**config.mk**
```make
export PLATFORM = sky130hd
export DESIGN_NAME = ssr_out_queue
export DESIGN_NICKNAME = d
export VERILOG_FILES = /design/src/sv/ssr_pkg.sv /design/src/sv/ssr_out_queue.sv
export SDC_FILE = /design/constraint.sdc
export NUM_CORES = 1
export LEC_CHECK = 0
export ABC_CLOCK_PERIOD_IN_PS = 2260
export BUFFER_PORTS_ARGS = -buffer_cell sky130_fd_sc_hd__buf_2
export CAP_MARGIN = 20
export CORE_ASPECT_RATIO = 1.25
export CORE_UTILIZATION = 40
export CTS_BUF_LIST = sky130_fd_sc_hd__clkbuf_4 sky130_fd_sc_hd__clkbuf_8 sky130_fd_sc_hd__clkbuf_16
export DETAILED_ROUTE_END_ITERATION = 6
export GPL_ROUTABILITY_DRIVEN = 1
export PLACE_DENSITY = 0.64
export SYNTH_ARGS = -nofsm -noshare
export SYNTH_HDL_FRONTEND = slang
export SYNTH_SLANG_ARGS = --single-unit
```
**constraint.sdc**
```tcl
create_clock -name i_clk -period 2.26 [get_ports i_clk]
set_input_delay 0.113 -clock i_clk [delete_from_list [all_inputs] [get_ports i_clk]]
set_output_delay 0.113 -clock i_clk [all_outputs]
set_load 0.02 [all_outputs]
```
**src/sv/ssr_pkg.sv**
```systemverilog
`timescale 1ns / 1ps
// Shared constants, codes and types for the supersample resolve block.
// No dependencies; every other file of the block imports this package.
package ssr_pkg;

    // Frame geometry and block size (SCALE is a power of two)
    localparam int MAX_WIDTH  = 2048;
    localparam int SCALE_LOG2 = 2;
    localparam int SCALE      = 1 << SCALE_LOG2;

    // Sample and pixel formats
    localparam int SAMPLE_W = 16;
    localparam int FRAC_W   = 12;
    localparam int PIXEL_W  = 8;
    localparam logic [PIXEL_W-1:0] ALPHA_OPAQUE = '1;

    // Derived widths
    // horizontal partial per channel: a width change that wraps a line mid-block
    // leaves up to three samples behind, so it can hold seven samples
    localparam int HP_W   = SAMPLE_W + SCALE_LOG2 + 1;
    // block sum per channel: entries skipped by a narrower first line keep
    // growing, so keep full 32-bit wrap
    localparam int SUM_W  = 32;
    localparam int ACC_W  = 3 * SUM_W;                   // row accumulator word
    localparam int OCOL_W = $clog2(MAX_WIDTH);
    localparam int COL_W  = OCOL_W + SCALE_LOG2;
    localparam int WID_W  = OCOL_W + 1;
    localparam int LEN_W  = WID_W + SCALE_LOG2;

    // Configuration port
    localparam int LW_W       = 12;
    localparam int LW_RESET   = 640;
    localparam int CFG_AW     = 3;
    localparam int CFG_DW     = 32;

    typedef enum logic {
        REG_ENABLE_FSAA = 1'b0,
        REG_LINE_WIDTH  = 1'b1
    } t_reg_idx;

    // Output queue
    localparam int QUEUE_DEPTH = 4;
    localparam int QPTR_W      = $clog2(QUEUE_DEPTH);
    localparam int QCNT_W      = QPTR_W + 1;

    typedef struct packed {
        logic [PIXEL_W-1:0] blue;
        logic [PIXEL_W-1:0] green;
        logic [PIXEL_W-1:0] red;
    } t_pixel;

    typedef struct packed {
        logic [QCNT_W-1:0] count;
        logic              full;
    } t_queue_status;

endpackage

```
**src/sv/ssr_out_queue.sv**
```systemverilog
`timescale 1ns / 1ps
// Small output queue that decouples the resolve pipeline from the pixel sink.
// Depends on ssr_pkg for the pixel type and queue depth.
module ssr_out_queue import ssr_pkg::*; (
    input  logic          i_clk,
    input  logic          i_rst_n,
    input  logic          i_push,
    input  t_pixel        i_data,
    input  logic          i_pop,
    output logic          o_valid,
    output t_pixel        o_data,
    output t_queue_status o_status
);

    t_pixel             r_entry [QUEUE_DEPTH];
    logic [QPTR_W-1:0]  r_wr_ptr, n_wr_ptr;
    logic [QPTR_W-1:0]  r_rd_ptr, n_rd_ptr;
    logic [QCNT_W-1:0]  r_count, n_count;
    logic               do_pop;

    assign do_pop = i_pop && (r_count != '0);

    always_comb begin
        n_wr_ptr = i_push ? r_wr_ptr + QPTR_W'(1) : r_wr_ptr;
        n_rd_ptr = do_pop ? r_rd_ptr + QPTR_W'(1) : r_rd_ptr;
        n_count  = r_count + QCNT_W'(i_push) - QCNT_W'(do_pop);
    end

    always_ff @(posedge i_clk) begin
        if (!i_rst_n) begin
            r_wr_ptr <= '0;
            r_rd_ptr <= '0;
            r_count  <= '0;
        end else begin
            r_wr_ptr <= n_wr_ptr;
            r_rd_ptr <= n_rd_ptr;
            r_count  <= n_count;
        end
    end

    always_ff @(posedge i_clk) begin
        if (i_push) begin
            r_entry[r_wr_ptr] <= i_data;
        end
    end

    assign o_valid         = (r_count != '0);
    assign o_data          = r_entry[r_rd_ptr];
    assign o_status.count  = r_count;
    assign o_status.full   = (r_count == QCNT_W'(QUEUE_DEPTH));

endmodule

```
## Word-level counts from Yosys, hierarchy flattened

Memories as Yosys holds them, arrays and structs flattened. A register that Yosys moved wholly into a read port is not among the register bits.
Cells that the tools add are included.

| storage, ports and cells | value |
|---|---|
| flip-flop bits (word level) | 7 |
| RAM bits | 96 |
| bits of input ports | 28 |
| memories kept | 1 |

| operators by class | value |
|---|---|
| $add $sub $neg | 4 |
| equality and inequality tests | 1 |
| mux-type cells | 4 |
| reduce and logical (&&, ||, !) cells | 2 |

Memory list:

| memory | words | width | rd ports | clocked after memory_dff | wr ports | RTL line | source |
|---|---|---|---|---|---|---|---|
| r_entry | 4 | 24 | 1 | 1 | 1 | ssr_out_queue.sv:15 | `t_pixel r_entry [QUEUE_DEPTH];` |

Operators with widths:

| cell | count |
|---|---|
| 2-bit by 1-bit adder with 2-bit output, second input constant | 2 |
| 2-bit 2-to-1 mux | 2 |
| 3-bit by 1-bit adder with 3-bit output | 1 |
| 3-bit equality test, second input constant | 1 |
| 3-bit nonzero test | 1 |
| 3-bit by 1-bit subtractor with 3-bit output | 1 |
| 1-bit 2-to-1 mux | 2 |
| 1-bit logical AND | 1 |

## Depth between registers and ports, before layout

Gate-level depths: netlist (run 1).

| depth | value |
|---|---|
| depth in word-level cells | 4 |
| depth in mapped cells | 7 |
| depth with buffers taken out | 7 |

## Worst setup path after synthesis (run 1)

Ideal clock, no wire load.

| timing path | value |
|---|---|
| kind | register to register |
| start | register r_count[0] |
| end | register r_count[2] |
| setup time | 0.115 ns |
| data arrival time | 1.899 ns |
| slack | 0.246 ns |
| stages on the path, launching flop included | 8 |
| path buffers | 0 |
| cell sequence | dfxtp_1 o31a_1 ha_1 inv_1 ha_1 fa_1 xnor3_1 and2_1 |

| between the ends | value |
|---|---|
| cells in the longest elaborated chain, start to end | 3 |
| elaborated cells between the ends (all ways) | 4 |
| those cells by class | 2 x add/sub; 2 x reduce/logical |

Ends and longest elaborated chain:

| element | RTL line | source |
|---|---|---|
| start, declared | ssr_out_queue.sv:18 | `logic [QCNT_W-1:0] r_count, n_count;` |
| start signal, assigned | ssr_out_queue.sv:37 | `r_count <= n_count;` |
| 3-bit nonzero test | ssr_out_queue.sv:21 | `assign do_pop = i_pop && (r_count != '0);` |
| 1-bit logical AND | ssr_out_queue.sv:21 |  |
| net do_pop | ssr_out_queue.sv:19 | `logic do_pop;` |
| 3-bit by 1-bit subtractor with 3-bit output | ssr_out_queue.sv:26 | `n_count = r_count + QCNT_W'(i_push) - QCNT_W'(do_pop);` |

The timed path passes the listed nets, and every way through them passes these cells.
A chain may end at the register's enable or synchronous reset.

## Final worst setup path (run 1)

| timing path | value |
|---|---|
| start | register r_count[1] |
| end | register r_count[2] |

The elaborated chain is that of the path after synthesis.

==> metrics, run 1 <==
via count 1892; ANT cells 0; H-tree Lvls 3; WL met2 3260 um; top area cells in the synthesized netlist edfxtp_1, mux4_2, dfxtp_1; Slew @ Worst Pin 0.573 ns; vias in the first global route 1963; DP HPWL 4090 um; drt drc 0; Placer Congestion 0.680; Synthesis Warnings 0; post_cts resized 0; number of antenna violations at the first check in global routing 0; io pins 57; Pleak 0.00177 uW; DR vias/cell 4.79; RSZ-0062 raised after global routing no; global route overflow 0; port bufs 56; fin nets 299; Seq cells post-synth 105; hold crit path type primary input to register; Post-Layout Cell Count 395; clk_lat worst skew 0.33 ns; critical path capture point type register; DRT antenna net count 0; maximum vdd drop 0.788 mV; Required @ worst endpoint 2.49 ns; pwr dens 990 nW/um2; CTS Root Cell clkbuf_16; Post-Syn Instances 171; post-layout min period 2.01 ns; Hold Fails Final Rpt 0; Distinct cells, synth 22; syn_nets 206; Highest Signal Layer met4; TritonRoute pass-1 iters 4; Clock Skews 0.00638 ns; Crit Path Category register to register; post-synth top area cell edfxtp_1; Mapped Avg Cell Area 23.3 um2; Worst-path clk slew 0.06 ns; share of layout cells above drive strength 1 37.2%; total power 4920 uW; drt initial violations 155; Metal-1 WL 2840 um; Slew Viols, Final 0; Area growth, synth to finish 24.9%; Synth Cell Area 3980 um2; Max FO, Critical Path 6; die height 114 um; final worst slack 0.249 ns; commonest non-fill, non-tap cells in the layout edfxtp_1, buf_2, dlygate4sd3_1; fillers 803; Seq/Total Area, Yosys 77.0%; clock sinks 105; Setup crit start kind register; TritonCTS clock tree yes; total placed cells including tap cells 355; met3 WL 198 um; # rows 40; Max Root-Sink Buffers 2; setup TNS 0 ns; max-cap violations 0; first-pass GRT wire length 10300 um; largest net degree at the start of global routing 19; WL per Instance 16.3 um; top cell type's share of synthesized area 72.5%; core area 9660 um2; max_slew headroom 61.8%; CTS buffer count 9; setup violators final 0; Total GRT Usage 13.7%; status completed; Placement Setup Slack 0.240 ns; starting density of the core 41.2%; die area 10400 um2; WL final 6440 um; Die Wd 91.2 um; most common cell after layout, fill and taps aside edfxtp_1; Fmax 497 MHz; Critical Path AT 2.24 ns; crit share post-route 89.0%
kinds of logic after synthesis:
family | share of synthesized area (%)
buf+inv | 2.20
simple gates | 2.23
mux | 15.0
compound gates | 0.440
flops | 77.0
xor+xnor | 0.786
fa+ha+maj | 2.39
state kept, by name (all words and copies together) (netlist names), named ones only:
| register | cells |
|---|---|
| r_count | 3 |
| r_wr_ptr | 2 |
| r_rd_ptr | 2 |
| r_entry | 96 |
layer usage:
layer / global-route usage (%) / vias to the layer above
met4: 8.47 / 0
met1: 17.2 / 953
li1: - / 889
met2: 22.0 / 39
met5: 0 / -
met3: 2.73 / 11
synth_stat cells, drive strengths merged:
library cell and count:
and3 1, or3 1, o31a 1, buf 5, mux2i 4, xnor3 1, edfxtp 96, ha 6
o311ai 1, dfxtp 9, nand2 2, and2 8, fa 1, xor2 1, clkbuf 1, mux4 24
nand2b 2, inv 6, nor2b 1
area by class of cell:
type                            count  area (um2)  share of cell area (%)
Sequential cell                   105        3060                    61.7
Multi-Input combinational cell     54         828                    16.7
Timing Repair Buffer               88         606                    12.2
Clock buffer                       10         233                    4.68
Tap cell                          126         158                    3.17
Clock inverter                      6        57.6                    1.16
Inverter                            6        22.5                   0.453
report_power, final:
group          internal [uW]  switching [uW]
combinational            523             598
sequential              2250            54.2
clock                    865             629
stage by stage:
step | instance area, um2 | util, % | hold slack, ns
detailed placement | 4440 | 45.9 | 0.331
floorplan | 3980 | - | 0.212
global placement | 4440 | 45.9 | 0.326
CTS | 4970 | 51.4 | 0.0978
finish | 4970 | 51.4 | 0.106
global route | 4970 | 51.4 | 0.106
worst max-delay path, cell delays in order, from the launching register on:
cell and delay, ns:
dfxtp_1 0.35, o31a_1 0.35, ha_1 0.30, inv_1 0.04, ha_1 0.18, fa_1 0.37
xnor3_1 0.17, and2_1 0.15
final timing paths:
check,cells after the start,slack [ns],from,to
max reg2reg,7,0.25,r_count[1]$_SDFF_PN0_,r_count[2]$_SDFF_PN0_
min reg2reg,2,0.48,r_rd_ptr[1]$_SDFFE_PN0P_,r_rd_ptr[1]$_SDFFE_PN0P_
max,7,0.25,r_count[1]$_SDFF_PN0_,r_count[2]$_SDFF_PN0_
min,2,0.11,i_rst_n,r_count[0]$_SDFF_PN0_
timing repair:
action                                 in CTS  in global routing
buffers inserted                            0                  0
endpoints found under the hold margin      96                  0
setup endpoints to repair                   0                  0
hold buffers                               24                  0
Power figures use the tool's default switching activity.
==> run 2: changes to the inputs <==
Settings changed: CORE_ASPECT_RATIO 1.25 to default.
==> run 2 against run 1 <==
  * First-iteration DRC count decreased by 41%
  * Combinational power about the same
  * Sequential power about the same
  * Die area about the same
  * Utilization decreased by 1.4 points
  * Total power decreased by 9.3%
  * Clock skew increased by 0.0075 ns
  * Flip-flop and latch count unchanged
  * Worst setup slack improved by 0.0040 ns
  * Maximum frequency increased by 0.20%
  * Sequential share of layout area increased by 1.6 points
  * Via count decreased by 1.8%
  * Critical path type unchanged
==> metrics, run 2 (synthesis results as in run 1) <==
status completed; core area 9680 um2 (+0.26%); clock sinks 105 (unchanged); Max FO, Critical Path 5 (-1); sw power 1280 uW (about the same); DP HPWL 3840 um (-6.2%); ANT cells 0 (unchanged); drt drc 0 (unchanged); Sw Share 28.7% (+2.6 points); Slew Viols, Final 0 (unchanged); via count 1858 (-1.8%); final instance area 4840 um2 (-2.5%); pwr dens 922 nW/um2 (-6.9%); Reg power frac 52.0% (+5.1 points); critical path capture point type register; largest net degree at the start of global routing 25 (+6); global route overflow 0 (unchanged); die height 102 um (-10%); Post-Layout Cell Count 401 (+1.5%); reg2reg path depth 7 (unchanged); dpl cell area 4430 um2 (-0.25%); largest stage delay on the critical path 0.37 ns (about the same); Crit Path Category register to register; Top Registers r_entry: 96 flops, r_count: 3 flops; internal power 3180 uW (-12%); share of layout cells above drive strength 1 36.9% (-0.23 points); Global Route met3 Usage 2.62% (-0.11 points); Largest register FFs 96 (unchanged); drt initial violations 91 (-41%); post-CTS setup buffers 0 (unchanged); Pleak 0.00170 uW (-4.0%); Critical Path AT 2.27 ns (+0.03 ns); DR vias/cell 4.63 (-3.3%); DRT antenna net count 0 (unchanged); met2 GRT Util 22.0% (about the same); vias in the first global route 1948 (-0.76%); total placed cells including tap cells 361 (+1.7%); Required @ worst endpoint 2.53 ns (+0.04 ns); met1 Use GR 16.3% (-0.93 points); Max Root-Sink Buffers 2 (unchanged); RSZ-0062 raised after global routing no; port bufs 56 (unchanged); cells along the critical path o31a_1 -> ha_1 -> inv_1 -> ha_1 -> fa_1 -> xnor3_1 -> and2_1; Slew @ Worst Pin 0.451 ns (-0.123 ns); TritonCTS clock tree yes; maximum vdd drop 0.312 mV (-60%); clk_lat worst skew 0.36 ns (+0.03 ns); clock network power share 23.3% (-7.1 points); Hold Fails Final Rpt 0 (unchanged); Area growth, synth to finish 21.8%; Worst-path clk slew 0.10 ns (+0.04 ns); max_slew headroom 69.6% (+7.8 points); die area 10400 um2 (about the same); WHS Path Cells 2 (unchanged); commonest non-fill, non-tap cells in the layout edfxtp_1, buf_2, dlygate4sd3_1; number of antenna violations at the first check in global routing 0 (unchanged); Setup crit start kind register; CTS buffer count 9 (unchanged); Fmax 498 MHz (+0.20%); Placement Setup Slack 0.256 ns (+0.0159 ns); Crit path top cell by count ha_1; # rows 36 (-10%); WL per Instance 15.9 um (-2.6%); crit share post-route 88.8% (-0.18 points); first-pass GRT wire length 9690 um (-5.7%); Top reg by flops r_entry; stages on the worst setup path 7 (unchanged); post-layout min period 2.01 ns (-0.00400 ns); Die Wd 102 um (+12%); starting density of the core 41.1% (-0.11 points); fin nets 298 (-0.33%); Clock Skews 0.0139 ns (+0.00747 ns); Worst Path Buf+Inv 1 (unchanged); TritonRoute pass-1 iters 6 (+2); H-tree Lvls 3 (unchanged); Comb power frac 24.7% (+1.9 points); setup TNS 0 ns (unchanged); CTS Root Cell clkbuf_8; most common cell after layout, fill and taps aside edfxtp_1; Placer Congestion 0.763 (+12%); WL final 6370 um (-1.1%); max-cap violations 0 (unchanged); io pins 57 (unchanged); Worst path slowest cell fa_1; hold crit path type primary input to register; final worst slack 0.253 ns (+0.00400 ns); most used routing layer met2; Total GRT Usage 13.1% (-0.54 points); setup violators final 0 (unchanged); total power 4460 uW (-9.3%); CP top delay family adder cells
## run 2: cell types whose count changed in the layout (fill, tap and decap cells not counted), moves of 2 or more
cell        change
clkbuf_16       -9
clkbuf_8        +9
clkinv_2        -3
clkinv_4        +2
clkinvlp_4      +2
## run 2: power groups by stage
stage	registers, uW	clock network [uW]	logic (uW)
after floorplan	2360	0	811
after global placement	2360	0	1080
after detailed placement	2370	0	1090
after CTS	2330	1070	1130
after global routing	2340	1130	1210
final	2320	1040	1100
## run 2: layer usage
layer,share of wire [%],routed length (um)
met1,45,2840
met2,50,3180
met3,3.5,221
met5,0,0
met4,1.8,116
## run 2: final cells by class
cell class | count | area, um2
fill | 803 | 4840
sequential | 105 | 3060
multi-input combinational | 54 | 828
timing repair buffer | 87 | 586
tap | 133 | 166
clock buffer | 9 | 124
clock inverter | 7 | 53.8
inverter | 6 | 22.5
## run 2: through the flow
stage	utilization [%]	hold slack [ns]
after floorplan	-	0.212
after global placement	45.7	0.325
after detailed placement	45.7	0.330
after CTS	50.0	0.0576
after global routing	50.0	0.0677
final	50.0	0.0775
## run 2: worst paths after layout
kind	end	slack (ns)	from
setup / recovery	r_count[2]$_SDFF_PN0_	0.25	r_count[0]$_SDFF_PN0_
hold reg to reg	register	0.50	r_rd_ptr[1]$_SDFFE_PN0P_
hold / removal	r_wr_ptr[1]$_SDFFE_PN0P_	0.08	i_rst_n
setup reg to reg	r_count[2]$_SDFF_PN0_	0.25	r_count[0]$_SDFF_PN0_
## run 2: timing repair
item / 4_1_cts / 5_1_grt
gates resized for setup: 0 / 0
endpoints found under the hold margin: 96 / 0
hold buffers: 24 / 0
